$ cat config.mk
export PLATFORM = sky130hd
export DESIGN_NAME = onewire_master_slot_engine_flat
export DESIGN_NICKNAME = d
export VERILOG_FILES = /design/src/owm_pkg.sv /design/src/owm_req_if.sv /design/src/owm_rsp_if.sv /design/src/owm_front.sv /design/src/owm_queue.sv /design/src/owm_back.sv /design/src/onewire_master_slot_engine.sv /design/src/flat_wrapper.sv
export SDC_FILE = /design/constraint.sdc
export NUM_CORES = 1
export LEC_CHECK = 0
export BUFFER_PORTS_ARGS = -buffer_cell sky130_fd_sc_hd__buf_4
export CAP_MARGIN = 30
export CORE_ASPECT_RATIO = 1.5
export CORE_MARGIN = 3
export CORE_UTILIZATION = 40
export CTS_CLUSTER_DIAMETER = 40
export DETAILED_ROUTE_END_ITERATION = 10
export GPL_ROUTABILITY_DRIVEN = 0
export GPL_TIMING_DRIVEN = 0
export HOLD_SLACK_MARGIN = 0.02
export PLACE_DENSITY = 0.65
export SLEW_MARGIN = 20
export SYNTH_ARGS = -nofsm -noshare
export SYNTH_HDL_FRONTEND = slang
export SYNTH_SLANG_ARGS = --single-unit
$ cat constraint.sdc
create_clock -name clock -period 12.3 [get_ports clock]
set_input_delay 1.845 -clock clock [delete_from_list [all_inputs] [get_ports clock]]
set_output_delay 1.845 -clock clock [all_outputs]
set_load 0.1 [all_outputs]
$ cat src/owm_pkg.sv
`timescale 1ns / 1ps
// owm_pkg: shared types and constants for the 1-wire master slot engine
// no dependencies

package owm_pkg;

   typedef enum logic [1:0] {
      ACT_TICK  = 2'd0,
      ACT_RESET = 2'd1,
      ACT_WRITE = 2'd2,
      ACT_READ  = 2'd3
   } act_type;

   localparam logic [1:0] ERR_OK       = 2'd0;
   localparam logic [1:0] ERR_NO_PRES  = 2'd1;
   localparam logic [1:0] ERR_SHORTED  = 2'd2;

   localparam int CSR_ADDR_BITS = 5;
   localparam int CSR_DATA_BITS = 32;

   localparam logic [2:0] REG_RESET_LOW        = 3'd0;
   localparam logic [2:0] REG_PRESENCE_WAIT    = 3'd1;
   localparam logic [2:0] REG_SLOT_LOW         = 3'd2;
   localparam logic [2:0] REG_WRITE_SLOT       = 3'd3;
   localparam logic [2:0] REG_READ_SAMPLE      = 3'd4;
   localparam logic [2:0] REG_PRESENCE_TIMEOUT = 3'd5;
   localparam logic [2:0] REG_RELEASE_TIMEOUT  = 3'd6;

   localparam logic [9:0] RST_RESET_LOW        = 10'd480;
   localparam logic [9:0] RST_PRESENCE_WAIT    = 10'd30;
   localparam logic [3:0] RST_SLOT_LOW         = 4'd3;
   localparam logic [9:0] RST_WRITE_SLOT       = 10'd60;
   localparam logic [7:0] RST_READ_SAMPLE      = 8'd15;
   localparam logic [9:0] RST_PRESENCE_TIMEOUT = 10'hFF;
   localparam logic [9:0] RST_RELEASE_TIMEOUT  = 10'd510;

   localparam int Q_DEPTH    = 2;
   localparam int Q_PTR_BITS = 1;
   localparam int Q_CNT_BITS = 2;

   typedef struct packed {
      logic [9:0] reset_low;
      logic [9:0] presence_wait;
      logic [3:0] slot_low;
      logic [9:0] write_slot;
      logic [7:0] read_sample;
      logic [9:0] presence_timeout;
      logic [9:0] release_timeout;
   } cfg_type;

   typedef struct packed {
      act_type action;
      logic    write_value;
      logic    line_level;
   } cmd_type;

endpackage

$ cat src/owm_req_if.sv
`timescale 1ns / 1ps
// owm_req_if: tick request channel, valid/ready with tick payload
// depends on nothing

interface owm_req_if;
   logic       valid;
   logic       ready;
   logic [1:0] action;
   logic       write_value;
   logic       line_level;

   modport source (output valid, output action, output write_value, output line_level,
                   input ready);
   modport sink   (input valid, input action, input write_value, input line_level,
                   output ready);
endinterface

$ cat src/owm_rsp_if.sv
`timescale 1ns / 1ps
// owm_rsp_if: per-tick result channel, valid/ready with bus and status payload
// depends on nothing

interface owm_rsp_if;
   logic       valid;
   logic       ready;
   logic       drive_low;
   logic       busy_res;
   logic       done_res;
   logic       read_value;
   logic       presence_ok;
   logic [1:0] error_code;

   modport source (output valid, output drive_low, output busy_res, output done_res,
                   output read_value, output presence_ok, output error_code,
                   input ready);
   modport sink   (input valid, input drive_low, input busy_res, input done_res,
                   input read_value, input presence_ok, input error_code,
                   output ready);
endinterface

$ cat src/owm_front.sv
`timescale 1ns / 1ps
// owm_front: accepts tick transactions, classifies the action, registers the command
// depends on owm_pkg and owm_req_if

module owm_front (
   input  logic              clock,
   input  logic              reset,
   owm_req_if.sink           req_if,
   output logic              cmd_valid,
   input  logic              cmd_ready,
   output owm_pkg::cmd_type  cmd
);

   logic             valid_ff, valid_in;
   owm_pkg::cmd_type cmd_ff, cmd_in;
   logic             take;

   assign req_if.ready = !valid_ff || cmd_ready;
   assign take         = req_if.valid && req_if.ready;

   always_comb begin
      valid_in = valid_ff;
      cmd_in   = cmd_ff;
      if (cmd_ready) begin
         valid_in = 1'b0;
      end
      if (take) begin
         valid_in           = 1'b1;
         cmd_in.action      = owm_pkg::act_type'(req_if.action);
         cmd_in.write_value = req_if.write_value;
         cmd_in.line_level  = req_if.line_level;
      end
   end

   always_ff @(posedge clock) begin
      if (reset) begin
         valid_ff <= 1'b0;
      end else begin
         valid_ff <= valid_in;
      end
      cmd_ff <= cmd_in;
   end

   assign cmd_valid = valid_ff;
   assign cmd       = cmd_ff;

endmodule

$ cat src/owm_queue.sv
`timescale 1ns / 1ps
// owm_queue: two-entry command queue between front and back
// depends on owm_pkg

module owm_queue (
   input  logic              clock,
   input  logic              reset,
   input  logic              in_valid,
   output logic              in_ready,
   input  owm_pkg::cmd_type  in_cmd,
   output logic              out_valid,
   input  logic              out_ready,
   output owm_pkg::cmd_type  out_cmd
);

   owm_pkg::cmd_type                    mem_ff [owm_pkg::Q_DEPTH];
   logic [owm_pkg::Q_PTR_BITS-1:0]      wr_ptr_ff, wr_ptr_in;
   logic [owm_pkg::Q_PTR_BITS-1:0]      rd_ptr_ff, rd_ptr_in;
   logic [owm_pkg::Q_CNT_BITS-1:0]      count_ff, count_in;
   logic                                push, pop;

   assign in_ready  = (count_ff != owm_pkg::Q_CNT_BITS'(owm_pkg::Q_DEPTH));
   assign out_valid = (count_ff != '0);
   assign out_cmd   = mem_ff[rd_ptr_ff];
   assign push      = in_valid && in_ready;
   assign pop       = out_valid && out_ready;

   always_comb begin
      wr_ptr_in = push ? wr_ptr_ff + 1'b1 : wr_ptr_ff;
      rd_ptr_in = pop  ? rd_ptr_ff + 1'b1 : rd_ptr_ff;
      count_in  = count_ff;
      if (push && !pop) begin
         count_in = count_ff + 1'b1;
      end else if (pop && !push) begin
         count_in = count_ff - 1'b1;
      end
   end

   always_ff @(posedge clock) begin
      if (reset) begin
         wr_ptr_ff <= '0;
         rd_ptr_ff <= '0;
         count_ff  <= '0;
      end else begin
         wr_ptr_ff <= wr_ptr_in;
         rd_ptr_ff <= rd_ptr_in;
         count_ff  <= count_in;
      end
      if (push) begin
         mem_ff[wr_ptr_ff] <= in_cmd;
      end
   end

   a_count_bound: assert property (@(posedge clock) disable iff (reset)
      count_ff <= owm_pkg::Q_CNT_BITS'(owm_pkg::Q_DEPTH))
      else $error("queue count beyond depth");

endmodule

$ cat src/owm_back.sv
`timescale 1ns / 1ps
// owm_back: slot timing engine, one queued tick per cycle unless the response stalls, registered result
// depends on owm_pkg and owm_rsp_if

module owm_back #(
   parameter int COUNT_BITS = 10
) (
   input  logic              clock,
   input  logic              reset,
   input  owm_pkg::cfg_type  cfg,
   input  logic              cmd_valid,
   output logic              cmd_ready,
   input  owm_pkg::cmd_type  cmd,
   owm_rsp_if.source         rsp_if
);

   localparam int CW = (COUNT_BITS > 10) ? COUNT_BITS : 10;
   localparam logic [COUNT_BITS-1:0] CNT_MAX = '1;

   typedef enum logic [3:0] {
      PH_IDLE, PH_RST_LOW, PH_RST_WAIT, PH_PRES_FALL, PH_PRES_RISE,
      PH_W_LOW, PH_W_REST, PH_R_LOW, PH_R_WAIT, PH_R_RELEASE
   } phase_type;

   phase_type             phase_ff, phase_in;
   logic [COUNT_BITS-1:0] count_ff, count_in;
   logic                  bit_ff, bit_in;
   logic                  sampled_ff, sampled_in;
   logic                  pres_ff, pres_in;
   logic [1:0]            status_ff, status_in;
   logic                  drive_in, done_in;

   logic                  rsp_valid_ff;
   logic                  rsp_drive_ff, rsp_busy_ff, rsp_done_ff;
   logic                  take;

   function automatic logic reached(input logic [COUNT_BITS-1:0] c, input logic [9:0] lim);
      return (CW'(c) >= CW'(lim)) || (c == CNT_MAX);
   endfunction

   assign cmd_ready = !rsp_valid_ff || rsp_if.ready;
   assign take      = cmd_valid && cmd_ready;

   always_comb begin
      logic consumed;
      phase_in   = phase_ff;
      count_in   = count_ff;
      bit_in     = bit_ff;
      sampled_in = sampled_ff;
      pres_in    = pres_ff;
      status_in  = status_ff;
      drive_in   = 1'b0;
      done_in    = 1'b0;
      consumed   = 1'b0;

      if (phase_ff == PH_IDLE) begin
         unique case (cmd.action)
            owm_pkg::ACT_RESET: begin
               phase_in = PH_RST_LOW;
               count_in = '0;
            end
            owm_pkg::ACT_WRITE: begin
               bit_in   = cmd.write_value;
               phase_in = PH_W_LOW;
               count_in = '0;
            end
            owm_pkg::ACT_READ: begin
               phase_in = PH_R_LOW;
               count_in = '0;
            end
            default: consumed = 1'b1;
         endcase
      end

      // zero-length phases chain within one tick, at most four steps
      for (int i = 0; i < 4; i++) begin
         if (!consumed) begin
            unique case (phase_in)
               PH_RST_LOW: begin
                  if (reached(count_in, cfg.reset_low)) begin
                     phase_in = PH_RST_WAIT;
                     count_in = '0;
                  end else begin
                     drive_in = 1'b1;
                     if (count_in != CNT_MAX) count_in = count_in + 1'b1;
                     consumed = 1'b1;
                  end
               end
               PH_RST_WAIT: begin
                  if (reached(count_in, cfg.presence_wait)) begin
                     phase_in = PH_PRES_FALL;
                     count_in = '0;
                  end else begin
                     if (count_in != CNT_MAX) count_in = count_in + 1'b1;
                     consumed = 1'b1;
                  end
               end
               PH_PRES_FALL: begin
                  if (reached(count_in, cfg.presence_timeout)) begin
                     status_in = owm_pkg::ERR_NO_PRES;
                     pres_in   = 1'b0;
                     phase_in  = PH_IDLE;
                     count_in  = '0;
                     done_in   = 1'b1;
                     consumed  = 1'b1;
                  end else if (!cmd.line_level) begin
                     phase_in = PH_PRES_RISE;
                     count_in = '0;
                  end else begin
                     if (count_in != CNT_MAX) count_in = count_in + 1'b1;
                     consumed = 1'b1;
                  end
               end
               PH_PRES_RISE: begin
                  if (reached(count_in, cfg.release_timeout)) begin
                     status_in = owm_pkg::ERR_SHORTED;
                     pres_in   = 1'b0;
                     phase_in  = PH_IDLE;
                     count_in  = '0;
                     done_in   = 1'b1;
                  end else if (cmd.line_level) begin
                     status_in = owm_pkg::ERR_OK;
                     pres_in   = 1'b1;
                     phase_in  = PH_IDLE;
                     count_in  = '0;
                     done_in   = 1'b1;
                  end else begin
                     if (count_in != CNT_MAX) count_in = count_in + 1'b1;
                  end
                  consumed = 1'b1;
               end
               PH_W_LOW: begin
                  if (reached(count_in, 10'(cfg.slot_low))) begin
                     phase_in = PH_W_REST;
                     count_in = '0;
                  end else begin
                     drive_in = 1'b1;
                     if (count_in != CNT_MAX) count_in = count_in + 1'b1;
                     consumed = 1'b1;
                  end
               end
               PH_W_REST: begin
                  if (reached(count_in, cfg.write_slot)) begin
                     phase_in = PH_IDLE;
                     count_in = '0;
                     done_in  = 1'b1;
                  end else begin
                     drive_in = !bit_in;
                     if (count_in != CNT_MAX) count_in = count_in + 1'b1;
                  end
                  consumed = 1'b1;
               end
               PH_R_LOW: begin
                  if (reached(count_in, 10'(cfg.slot_low))) begin
                     phase_in = PH_R_WAIT;
                     count_in = '0;
                  end else begin
                     drive_in = 1'b1;
                     if (count_in != CNT_MAX) count_in = count_in + 1'b1;
                     consumed = 1'b1;
                  end
               end
               PH_R_WAIT: begin
                  if (reached(count_in, 10'(cfg.read_sample))) begin
                     sampled_in = cmd.line_level;
                     phase_in   = PH_R_RELEASE;
                     count_in   = '0;
                  end else begin
                     if (count_in != CNT_MAX) count_in = count_in + 1'b1;
                     consumed = 1'b1;
                  end
               end
               PH_R_RELEASE: begin
                  if (reached(count_in, cfg.release_timeout)) begin
                     status_in = owm_pkg::ERR_SHORTED;
                     phase_in  = PH_IDLE;
                     count_in  = '0;
                     done_in   = 1'b1;
                  end else if (cmd.line_level) begin
                     phase_in = PH_IDLE;
                     count_in = '0;
                     done_in  = 1'b1;
                  end else begin
                     if (count_in != CNT_MAX) count_in = count_in + 1'b1;
                  end
                  consumed = 1'b1;
               end
               default: begin
                  phase_in = PH_IDLE;
                  count_in = '0;
                  consumed = 1'b1;
               end
            endcase
         end
      end
   end

   always_ff @(posedge clock) begin
      if (reset) begin
         phase_ff     <= PH_IDLE;
         count_ff     <= '0;
         bit_ff       <= 1'b0;
         sampled_ff   <= 1'b0;
         pres_ff      <= 1'b0;
         status_ff    <= owm_pkg::ERR_OK;
         rsp_valid_ff <= 1'b0;
      end else begin
         if (take) begin
            phase_ff   <= phase_in;
            count_ff   <= count_in;
            bit_ff     <= bit_in;
            sampled_ff <= sampled_in;
            pres_ff    <= pres_in;
            status_ff  <= status_in;
         end
         if (take) begin
            rsp_valid_ff <= 1'b1;
         end else if (rsp_if.ready) begin
            rsp_valid_ff <= 1'b0;
         end
      end
      if (take) begin
         rsp_drive_ff <= drive_in;
         rsp_busy_ff  <= (phase_in != PH_IDLE);
         rsp_done_ff  <= done_in;
      end
   end

   assign rsp_if.valid       = rsp_valid_ff;
   assign rsp_if.drive_low   = rsp_drive_ff;
   assign rsp_if.busy_res    = rsp_busy_ff;
   assign rsp_if.done_res    = rsp_done_ff;
   assign rsp_if.read_value  = sampled_ff;
   assign rsp_if.presence_ok = pres_ff;
   assign rsp_if.error_code  = status_ff;

   a_done_not_busy: assert property (@(posedge clock) disable iff (reset)
      (rsp_valid_ff && rsp_done_ff) |-> !rsp_busy_ff)
      else $error("done reported while still busy");

   a_idle_count_clear: assert property (@(posedge clock) disable iff (reset)
      (phase_ff == PH_IDLE) |-> (count_ff == '0))
      else $error("tick count not cleared in idle");

   a_status_code: assert property (@(posedge clock) disable iff (reset)
      (status_ff == owm_pkg::ERR_OK) || (status_ff == owm_pkg::ERR_NO_PRES) ||
      (status_ff == owm_pkg::ERR_SHORTED))
      else $error("undefined error code");

   a_busy_matches_phase: assert property (@(posedge clock) disable iff (reset)
      take |=> (rsp_busy_ff == (phase_ff != PH_IDLE)))
      else $error("busy flag out of step with phase");

endmodule

$ cat src/onewire_master_slot_engine.sv
`timescale 1ns / 1ps
// onewire_master_slot_engine: top level, csr registers and front/queue/back hookup
// depends on owm_pkg, owm_req_if, owm_rsp_if, owm_front, owm_queue, owm_back

// Bit-level 1-wire bus master. Each request transaction is one 1 us tick carrying the
// sampled line level and an optional command (reset/presence, write bit, read bit); each
// one gives exactly one response transaction with the drive level and status for that
// tick. Throughput is one transaction per clock unless the response stalls; the back
// engine resolves a whole tick, zero-length phase chains included, combinationally. A
// request passes front register, queue, back output register. The user must write timing
// registers through the csr port only while no tick is in flight; this is not enforced.

module onewire_master_slot_engine #(
   parameter int COUNT_BITS = 10
) (
   input  logic                                clock,
   input  logic                                reset,
   owm_req_if.sink                             req_if,
   owm_rsp_if.source                           rsp_if,
   input  logic                                csr_psel,
   input  logic                                csr_penable,
   input  logic                                csr_pwrite,
   input  logic [owm_pkg::CSR_ADDR_BITS-1:0]   csr_paddr,
   input  logic [owm_pkg::CSR_DATA_BITS-1:0]   csr_pwdata,
   output logic [owm_pkg::CSR_DATA_BITS-1:0]   csr_prdata,
   output logic                                csr_pready
);

   owm_pkg::cfg_type cfg_ff, cfg_in;
   logic [2:0]       csr_index;
   logic             csr_write;

   logic             front_valid, front_ready;
   owm_pkg::cmd_type front_cmd;
   logic             queue_valid, queue_ready;
   owm_pkg::cmd_type queue_cmd;

   assign csr_pready = 1'b1;
   assign csr_index  = csr_paddr[4:2];
   assign csr_write  = csr_psel && csr_penable && csr_pwrite && csr_pready;

   always_comb begin
      cfg_in = cfg_ff;
      if (csr_write) begin
         unique case (csr_index)
            owm_pkg::REG_RESET_LOW:        cfg_in.reset_low        = csr_pwdata[9:0];
            owm_pkg::REG_PRESENCE_WAIT:    cfg_in.presence_wait    = csr_pwdata[9:0];
            owm_pkg::REG_SLOT_LOW:         cfg_in.slot_low         = csr_pwdata[3:0];
            owm_pkg::REG_WRITE_SLOT:       cfg_in.write_slot       = csr_pwdata[9:0];
            owm_pkg::REG_READ_SAMPLE:      cfg_in.read_sample      = csr_pwdata[7:0];
            owm_pkg::REG_PRESENCE_TIMEOUT: cfg_in.presence_timeout = csr_pwdata[9:0];
            owm_pkg::REG_RELEASE_TIMEOUT:  cfg_in.release_timeout  = csr_pwdata[9:0];
            default: ;
         endcase
      end
   end

   always_comb begin
      unique case (csr_index)
         owm_pkg::REG_RESET_LOW:        csr_prdata = 32'(cfg_ff.reset_low);
         owm_pkg::REG_PRESENCE_WAIT:    csr_prdata = 32'(cfg_ff.presence_wait);
         owm_pkg::REG_SLOT_LOW:         csr_prdata = 32'(cfg_ff.slot_low);
         owm_pkg::REG_WRITE_SLOT:       csr_prdata = 32'(cfg_ff.write_slot);
         owm_pkg::REG_READ_SAMPLE:      csr_prdata = 32'(cfg_ff.read_sample);
         owm_pkg::REG_PRESENCE_TIMEOUT: csr_prdata = 32'(cfg_ff.presence_timeout);
         owm_pkg::REG_RELEASE_TIMEOUT:  csr_prdata = 32'(cfg_ff.release_timeout);
         default:                       csr_prdata = '0;
      endcase
   end

   always_ff @(posedge clock) begin
      if (reset) begin
         cfg_ff.reset_low        <= owm_pkg::RST_RESET_LOW;
         cfg_ff.presence_wait    <= owm_pkg::RST_PRESENCE_WAIT;
         cfg_ff.slot_low         <= owm_pkg::RST_SLOT_LOW;
         cfg_ff.write_slot       <= owm_pkg::RST_WRITE_SLOT;
         cfg_ff.read_sample      <= owm_pkg::RST_READ_SAMPLE;
         cfg_ff.presence_timeout <= owm_pkg::RST_PRESENCE_TIMEOUT;
         cfg_ff.release_timeout  <= owm_pkg::RST_RELEASE_TIMEOUT;
      end else begin
         cfg_ff <= cfg_in;
      end
   end

   owm_front u_front (
      .clock     (clock),
      .reset     (reset),
      .req_if    (req_if),
      .cmd_valid (front_valid),
      .cmd_ready (front_ready),
      .cmd       (front_cmd)
   );

   owm_queue u_queue (
      .clock     (clock),
      .reset     (reset),
      .in_valid  (front_valid),
      .in_ready  (front_ready),
      .in_cmd    (front_cmd),
      .out_valid (queue_valid),
      .out_ready (queue_ready),
      .out_cmd   (queue_cmd)
   );

   owm_back #(
      .COUNT_BITS (COUNT_BITS)
   ) u_back (
      .clock     (clock),
      .reset     (reset),
      .cfg       (cfg_ff),
      .cmd_valid (queue_valid),
      .cmd_ready (queue_ready),
      .cmd       (queue_cmd),
      .rsp_if    (rsp_if)
   );

endmodule
$ cat src/flat_wrapper.sv
// flat-port wrapper written by rule: the top's interface ports become plain ports
module onewire_master_slot_engine_flat 
#(
   parameter int COUNT_BITS = 10
)
  (clock, reset, csr_psel, csr_penable, csr_pwrite, csr_paddr, csr_pwdata, csr_prdata, csr_pready, req_if_valid, req_if_action, req_if_write_value, req_if_line_level, req_if_ready, rsp_if_valid, rsp_if_drive_low, rsp_if_busy_res, rsp_if_done_res, rsp_if_read_value, rsp_if_presence_ok, rsp_if_error_code, rsp_if_ready);
  owm_req_if req_if_i ();
  owm_rsp_if rsp_if_i ();
  input  logic clock;
  input  logic reset;
  input  logic csr_psel;
  input  logic csr_penable;
  input  logic csr_pwrite;
  input  logic [owm_pkg::CSR_ADDR_BITS-1:0] csr_paddr;
  input  logic [owm_pkg::CSR_DATA_BITS-1:0] csr_pwdata;
  output logic [owm_pkg::CSR_DATA_BITS-1:0] csr_prdata;
  output logic csr_pready;
  input wire logic [$bits(req_if_i.valid)-1:0] req_if_valid;
  input wire logic [$bits(req_if_i.action)-1:0] req_if_action;
  input wire logic [$bits(req_if_i.write_value)-1:0] req_if_write_value;
  input wire logic [$bits(req_if_i.line_level)-1:0] req_if_line_level;
  output wire logic [$bits(req_if_i.ready)-1:0] req_if_ready;
  output wire logic [$bits(rsp_if_i.valid)-1:0] rsp_if_valid;
  output wire logic [$bits(rsp_if_i.drive_low)-1:0] rsp_if_drive_low;
  output wire logic [$bits(rsp_if_i.busy_res)-1:0] rsp_if_busy_res;
  output wire logic [$bits(rsp_if_i.done_res)-1:0] rsp_if_done_res;
  output wire logic [$bits(rsp_if_i.read_value)-1:0] rsp_if_read_value;
  output wire logic [$bits(rsp_if_i.presence_ok)-1:0] rsp_if_presence_ok;
  output wire logic [$bits(rsp_if_i.error_code)-1:0] rsp_if_error_code;
  input wire logic [$bits(rsp_if_i.ready)-1:0] rsp_if_ready;
  assign req_if_i.valid = req_if_valid;
  assign req_if_i.action = req_if_action;
  assign req_if_i.write_value = req_if_write_value;
  assign req_if_i.line_level = req_if_line_level;
  assign req_if_ready = req_if_i.ready;
  assign rsp_if_valid = rsp_if_i.valid;
  assign rsp_if_drive_low = rsp_if_i.drive_low;
  assign rsp_if_busy_res = rsp_if_i.busy_res;
  assign rsp_if_done_res = rsp_if_i.done_res;
  assign rsp_if_read_value = rsp_if_i.read_value;
  assign rsp_if_presence_ok = rsp_if_i.presence_ok;
  assign rsp_if_error_code = rsp_if_i.error_code;
  assign rsp_if_i.ready = rsp_if_ready;
  onewire_master_slot_engine #(.COUNT_BITS(COUNT_BITS)) u_core (.clock(clock), .reset(reset), .req_if(req_if_i), .rsp_if(rsp_if_i), .csr_psel(csr_psel), .csr_penable(csr_penable), .csr_pwrite(csr_pwrite), .csr_paddr(csr_paddr), .csr_pwdata(csr_pwdata), .csr_prdata(csr_prdata), .csr_pready(csr_pready));
endmodule
==> impl_metrics.py, run 1 <==
metrics = {
    "outcome": {
        "status": "completed",
    },
    "clocking": {
        "cts_hold_buf": 0,
        "clk_pin_slew_ns": 0.07,
        "cts_buffer_depth": 2,
        "clk_latency_ns": 0.39,
        "cts_made_buffers": 9,
        "cts_sinks": 103,
        "cts-htree-levels": 3,
        "cts_tree": "built",
        "clock_tree.root_cell": "clkbuf_16",
    },
    "setup_path": {
        "arrival_ns": 12.30,
        "crit_fanout": 8,
        "startpoint_type": "register",
        "slowest_delay_ns": 0.59,
        "crit_path_end_kind": "register",
        "crit_type": "reg -> reg",
        "crit_slowest_cell": "or4_4",
        "required_ns": 12.42,
        "crit_top_cell": "a21o_1",
    },
    "layout": {
        "nets": 1853,
        "drive_gt1_share_pct": 17.9,
        "syn_to_final_growth_pct": 19.4,
        "final_area_mm2": 0.0141,
        "postLayoutCoreUtil_pct": 48.7,
        "final_cell_mix": "ha_1 (244), nand2_1 (121), buf_4 (113), nor2_1 (101), a21oi_1 (90)",
        "final_common_cell": "ha_1",
    },
    "place": {
        "place_ws_ns": -3.00,
        "placed_cell_area_mm2": 0.0127,
        "dp.final_hpwl_um": 32800,
        "port_buffers": 39,
    },
    "pwr": {
        "p_sw_uw": 1840,
        "pwr-share-comb_pct": 79.0,
        "totalPowerFinal_uw": 3460,
        "internal_power_uw": 1620,
        "swShare_pct": 53.1,
        "p_leak_uw": 0.00671,
        "ir_worst_vdd_v": 0.000121,
        "p_clk_share_pct": 9.1,
        "seq_power_share_pct": 12.0,
        "power_density_mw_per_mm2": 246,
    },
    "grt": {
        "grt_pass1_vias": 11600,
        "grt_usage_pct": 26.2,
        "overflow": 0,
        "antenna_found_initial": 0,
        "grt_start_max_net_pins": 21,
        "grt_pass1_wl_um": 64500,
    },
    "routing": {
        "dr.pass1.iters": 6,
        "drt_iter0_drc": 1052,
        "wire_per_inst_um": 22.0,
        "antenna_left": 0,
        "drt-total-wl_um": 42900,
        "vias": 11700,
        "vias_per_cell": 6.02,
        "post-route-drc-count": 0,
    },
    "floorplan": {
        "rows": 76,
        "coreArea_mm2": 0.0289,
        "fp.dieH_um": 216,
        "die_w_um": 146,
        "start_util_pct": 40.7,
        "dieArea_mm2": 0.0316,
        "ios": 90,
    },
    "logic_synthesis": {
        "avgSynthCellArea_um2": 8.27,
        "synth_edf_count": 15,
        "ys_ff_latch": 103,
        "ys_seq_area_share_pct": 18.8,
        "ys_async_sr_fraction_pct": 0,
        "syn_inst": 1424,
        "synth_cell_type_count": 89,
        "yosysWarnings": 0,
        "syn_area_mm2": 0.0118,
        "synth-main-ff-cell": "dfxtp_1",
    },
    "sta": {
        "slew-limit-headroom_pct": 34.4,
        "setup_viol": 0,
        "final_hold_viol_count": 0,
        "worstMarginPinSlew_ns": 0.981,
        "fin_tns_setup_ns": 0,
        "max_freq_ghz": 0.0821,
        "fin_skew_ns": 0.0160,
        "drv_slew": 0,
        "setup_slack_ns": 0.120,
        "period_share_pct": 99.0,
        "period_minus_slack_ns": 12.18,
    },
    "job": {
        "max-cap-violations": 0,
    },
    "min_path": {
        "hp-class": "reg -> reg",
    },
}
## layer usage
layer,vias to the layer above,share of wire [%],GRT usage [%]
li1,5523,-,-
met1,5455,37,28.5
met2,561,48,46.5
met3,197,5.7,2.95
met4,0,8.9,20.1
met5,-,0,0
## worst paths after layout
check	startpoint	end	slack, ns	depth (start not counted)
hold / removal	u_core.u_back.rsp_if.error_code[0]	u_core.u_back.rsp_if.error_code[0]	0.48	2
setup / recovery	u_core.u_back.phase_ff[1]	u_core.u_back.rsp_if.done_res	0.12	58
setup reg to reg	u_core.u_back.phase_ff[1]	u_core.u_back.rsp_if.done_res	0.12	58
hold reg to reg	u_core.u_back.rsp_if.error_code[0]	u_core.u_back.rsp_if.error_code[0]	0.48	2
## registers in the layout, indices dropped and copies added (netlist names), 2 cells and up, named ones only
name,flops
u_core.cfg_ff,62
u_core.u_back.count_ff,10
u_core.u_queue.count_ff,2
u_core.u_queue.mem_ff,8
u_core.u_back.phase_ff,4
u_core.u_front.cmd,4
u_core.u_back.rsp_if.error_code,2
## synth_stat cells (all sizes together) (13+ instances only)
cell      n  area share, %
inv      76            2.4
nor3     18           0.86
and2     15           0.82
nor2b    28            1.5
nand2b   41            2.2
o21ai    73            3.2
buf      32            1.9
mux2i    36            3.1
a21o     67            4.3
dfxtp    88             15
a31oi    13           0.80
and3     13           0.73
nand4    16           0.96
o211ai   43            2.9
clkbuf   43            1.4
ha      253             27
nand3    29            1.3
a21oi   109            4.6
nand2   126            4.0
a211oi   25            1.6
nor2    106            3.4
edfxtp   15            3.8
## power groups by stage
stage	Sequential, uW	Combinational (uW)	Clock (uW)
after global placement	416	2090	0
after floorplan	468	1500	0
final	414	2730	313
after detailed placement	416	2160	0
after CTS	410	2480	317
after global routing	419	2970	331
## layout make-up
cell class                 count  area, um2
clock buffer                  10        250
buffer                        72        388
clock inverter                 6       68.8
fill                        2814      14800
antenna                        1       2.50
timing repair buffer          97        739
inverter                      76        293
sequential                   103       2220
tap                          390        488
multi-input combinational   1193       9610
## cells by family (layout without fill, tap and decap cells)
family | Yosys count | after routing | share of synthesized area [%]
xor+xnor | 6 | 6 | 0.446
buf+inv | 151 | 261 | 5.68
fa+ha+maj | 253 | 253 | 26.9
compound gates | 434 | 435 | 25.5
simple gates | 431 | 432 | 18.4
flops | 103 | 103 | 18.8
mux | 44 | 44 | 4.21
other cells | 2 | 24 | 0.0638
## stage by stage
| step | hold WS [ns] | std cells |
|---|---|---|
| after floorplan | 0.421 | 1445 |
| after global placement | 0.449 | 1874 |
| after detailed placement | 0.439 | 1880 |
| after CTS | 0.477 | 1923 |
| after global routing | 0.486 | 1947 |
| final | 0.480 | 1948 |
## worst max-delay path: cells and delay by family, from the launching register on
family	cells	cell delay [ns]
flip-flops	1	0.36
AND/OR/NAND/NOR	16	2.90
buffers and inverters	6	0.84
AO/OA/AOI/OAI	32	6.69
adder cells (fa/ha/maj)	4	1.13
## what timing repair did
item                                    CTS  global route
hold endpoints to repair                  0             0
resized for setup                        99            61
buffers inserted                         28            23
pin swaps                                34            63
endpoints found under the setup margin    9             9
gates cloned                              0             2
Power figures use the tool's default switching activity.
==> inputs of run 2 (changes only) <==
--- a/config.mk
+++ b/config.mk
@@ -16,6 +16,7 @@
 export GPL_TIMING_DRIVEN = 0
 export HOLD_SLACK_MARGIN = 0.02
 export PLACE_DENSITY = 0.65
+export REMOVE_ABC_BUFFERS = 1
 export SLEW_MARGIN = 20
 export SYNTH_ARGS = -nofsm -noshare
 export SYNTH_HDL_FRONTEND = slang
==> run 2 against run 1 <==
  * Sequential share of layout area is 0.76 points higher
  * Critical path depth decreased by 1
  * Via count is 4.2% lower
  * Die area unchanged
  * Count of clock-buffer cells in the layout grew 3
  * Cell count fell by 3.7%
  * Sequential cell count unchanged
  * Fmax is 1.2% higher
  * First-iteration DRC count fell by 22%
  * Setup slack gained 0.15 ns
==> impl_metrics.py, run 2 (synthesis results as in run 1) <==
metrics = {
    "setup_path": {
        "reg2reg_depth": 57,
        "slowest_delay_ns": 0.59,
        "crit_type": "reg -> reg",
        "crit_slowest_cell": "or4_4",
        "crit_fanout": 9,
        "r2r_slack_ns": 0.27,
        "arrival_ns": 12.17,
        "crit_path_end_kind": "register",
        "crit_top_cell": "a21o_1",
        "timing.rr.start": "u_core.u_back.phase_ff[3]",
        "required_ns": 12.43,
        "startpoint_type": "register",
        "r2r-end": "u_core.u_back.rsp_if.done_res",
    },
    "grt": {
        "grt_pass1_wl_um": 59900,
        "antenna_found_initial": 0,
        "grt_start_max_net_pins": 60,
        "grt_usage_pct": 24.0,
        "overflow": 0,
        "grt_pass1_vias": 10800,
    },
    "min_path": {
        "hp-start": "u_core.cfg_ff[29]",
        "hp-class": "reg -> reg",
        "min_to": "u_core.cfg_ff[29]",
        "min_path_cells": 2,
    },
    "sta": {
        "worstMarginPinSlew_ns": 1.03,
        "fin_tns_setup_ns": 0,
        "fin_skew_ns": 0.0121,
        "hold-worst-slack_ns": 0.478,
        "drv_slew": 0,
        "setup_viol": 0,
        "max_freq_ghz": 0.0831,
        "period_share_pct": 97.8,
        "final_hold_viol_count": 0,
        "period_minus_slack_ns": 12.03,
        "slew-limit-headroom_pct": 30.7,
    },
    "pwr": {
        "pwr-share-comb_pct": 77.1,
        "seq_power_share_pct": 13.7,
        "p_leak_uw": 0.00647,
        "p_clk_share_pct": 9.1,
        "p_sw_uw": 1700,
        "power_density_mw_per_mm2": 239,
        "ir_worst_vdd_v": 0.000133,
        "swShare_pct": 53.0,
        "internal_power_uw": 1510,
    },
    "layout": {
        "drive_gt1_share_pct": 15.2,
        "postLayoutCoreUtil_pct": 46.5,
        "reg_top3": "u_core.cfg_ff: 62 flops, u_core.u_back.count_ff: 10 flops, u_core.u_queue.mem_ff: 8 flops",
        "syn_to_final_growth_pct": 14.1,
        "final_cell_mix": "ha_1 (252), nand2_1 (122), a21oi_1 (100), nor2_1 (98), dfxtp_1 (84)",
        "nets": 1781,
        "largest_reg_flops": 62,
        "final_common_cell": "ha_1",
        "final_area_mm2": 0.0134,
        "regMostFlops": "u_core.cfg_ff",
        "diodes": 0,
    },
    "place": {
        "placed_cell_area_mm2": 0.0125,
        "port_buffers": 42,
        "dp.final_hpwl_um": 30100,
    },
    "floorplan": {
        "die_w_um": 146,
        "start_util_pct": 40.7,
        "coreArea_mm2": 0.0289,
        "fp.dieH_um": 216,
        "dieArea_mm2": 0.0316,
        "rows": 76,
        "ios": 90,
    },
    "clocking": {
        "cts_tree": "built",
        "cts_sinks": 103,
        "clk_latency_ns": 0.39,
        "cts_made_buffers": 9,
        "cts_hold_buf": 0,
        "clock_tree.root_cell": "clkbuf_16",
        "cts_buffer_depth": 2,
        "clk_pin_slew_ns": 0.08,
        "cts-htree-levels": 3,
    },
    "routing": {
        "drt-total-wl_um": 39400,
        "vias": 11200,
        "dr.pass1.iters": 5,
        "wire_per_inst_um": 21.0,
        "vias_per_cell": 5.99,
        "drt_iter0_drc": 824,
        "post-route-drc-count": 0,
        "antenna_left": 0,
    },
    "job": {
        "max-cap-violations": 0,
    },
    "outcome": {
        "status": "completed",
    },
}
## run 2: layout make-up
cell class,count,area (um2)
sequential,103,2220
clock buffer,13,260
clock inverter,3,23.8
multi-input combinational,1192,9380
inverter,76,288
timing repair buffer,98,779
tap,390,488
fill,2898,15500
## run 2: worst max path at each step
stage | to | slack, ns | start
2_1_floorplan | u_core.u_back.rsp_if.done_res | 0.66 | u_core.u_back.phase_ff[0]
3_3_place_gp | u_core.u_back.rsp_if.done_res | -3.14 | u_core.u_back.phase_ff[0]
3_5_place_dp | u_core.u_back.rsp_if.done_res | -2.54 | u_core.u_back.phase_ff[0]
4_1_cts | u_core.u_back.rsp_if.done_res | 0.02 | u_core.u_back.phase_ff[3]
5_1_grt | u_core.u_back.rsp_if.done_res | -0.06 | u_core.u_back.phase_ff[3]
6_report | u_core.u_back.rsp_if.done_res | 0.27 | u_core.u_back.phase_ff[3]
## run 2: timing repair
item	in CTS	in global routing
pin swaps	15	28
setup buffers	19	19
resized for setup	51	48
gates cloned	0	1
setup endpoints to repair	9	9
hold endpoints to repair	0	0
## run 2: power groups by stage
stage / combinational (uW) / sequential [uW] / clock [uW]
3_3_place_gp: 2010 / 439 / 0
4_1_cts: 2270 / 437 / 297
5_1_grt: 2680 / 445 / 312
6_report: 2480 / 440 / 293
2_1_floorplan: 1430 / 483 / 0
3_5_place_dp: 2100 / 442 / 0
## run 2: routing by layer
layer | share of wire (%) | track usage [%] | wire (um)
met5 | 0 | 0 | 0
met4 | 6.4 | 13.7 | 2530
met1 | 39 | 26.7 | 15200
met2 | 50 | 43.8 | 19800
met3 | 4.8 | 3.16 | 1880
## run 2: stage by stage
stage               instances  worst slack, ns  power [uW]
finish                   1875            0.267        3210
global route             1875          -0.0562        3440
global placement         1802            -3.14        2440
CTS                      1854           0.0181        3000
detailed placement       1819            -2.54        2540
floorplan                1370            0.659        1920
## run 2: worst max-delay path, delay by kind of cell (launching register included)
kind	cells	cell delay (ns)
and+or+nand+nor	16	3.19
AOI/OAI and AO/OA	32	6.19
DFF	1	0.39
buffers and inverters	5	0.79
adders and majority gates	4	1.13
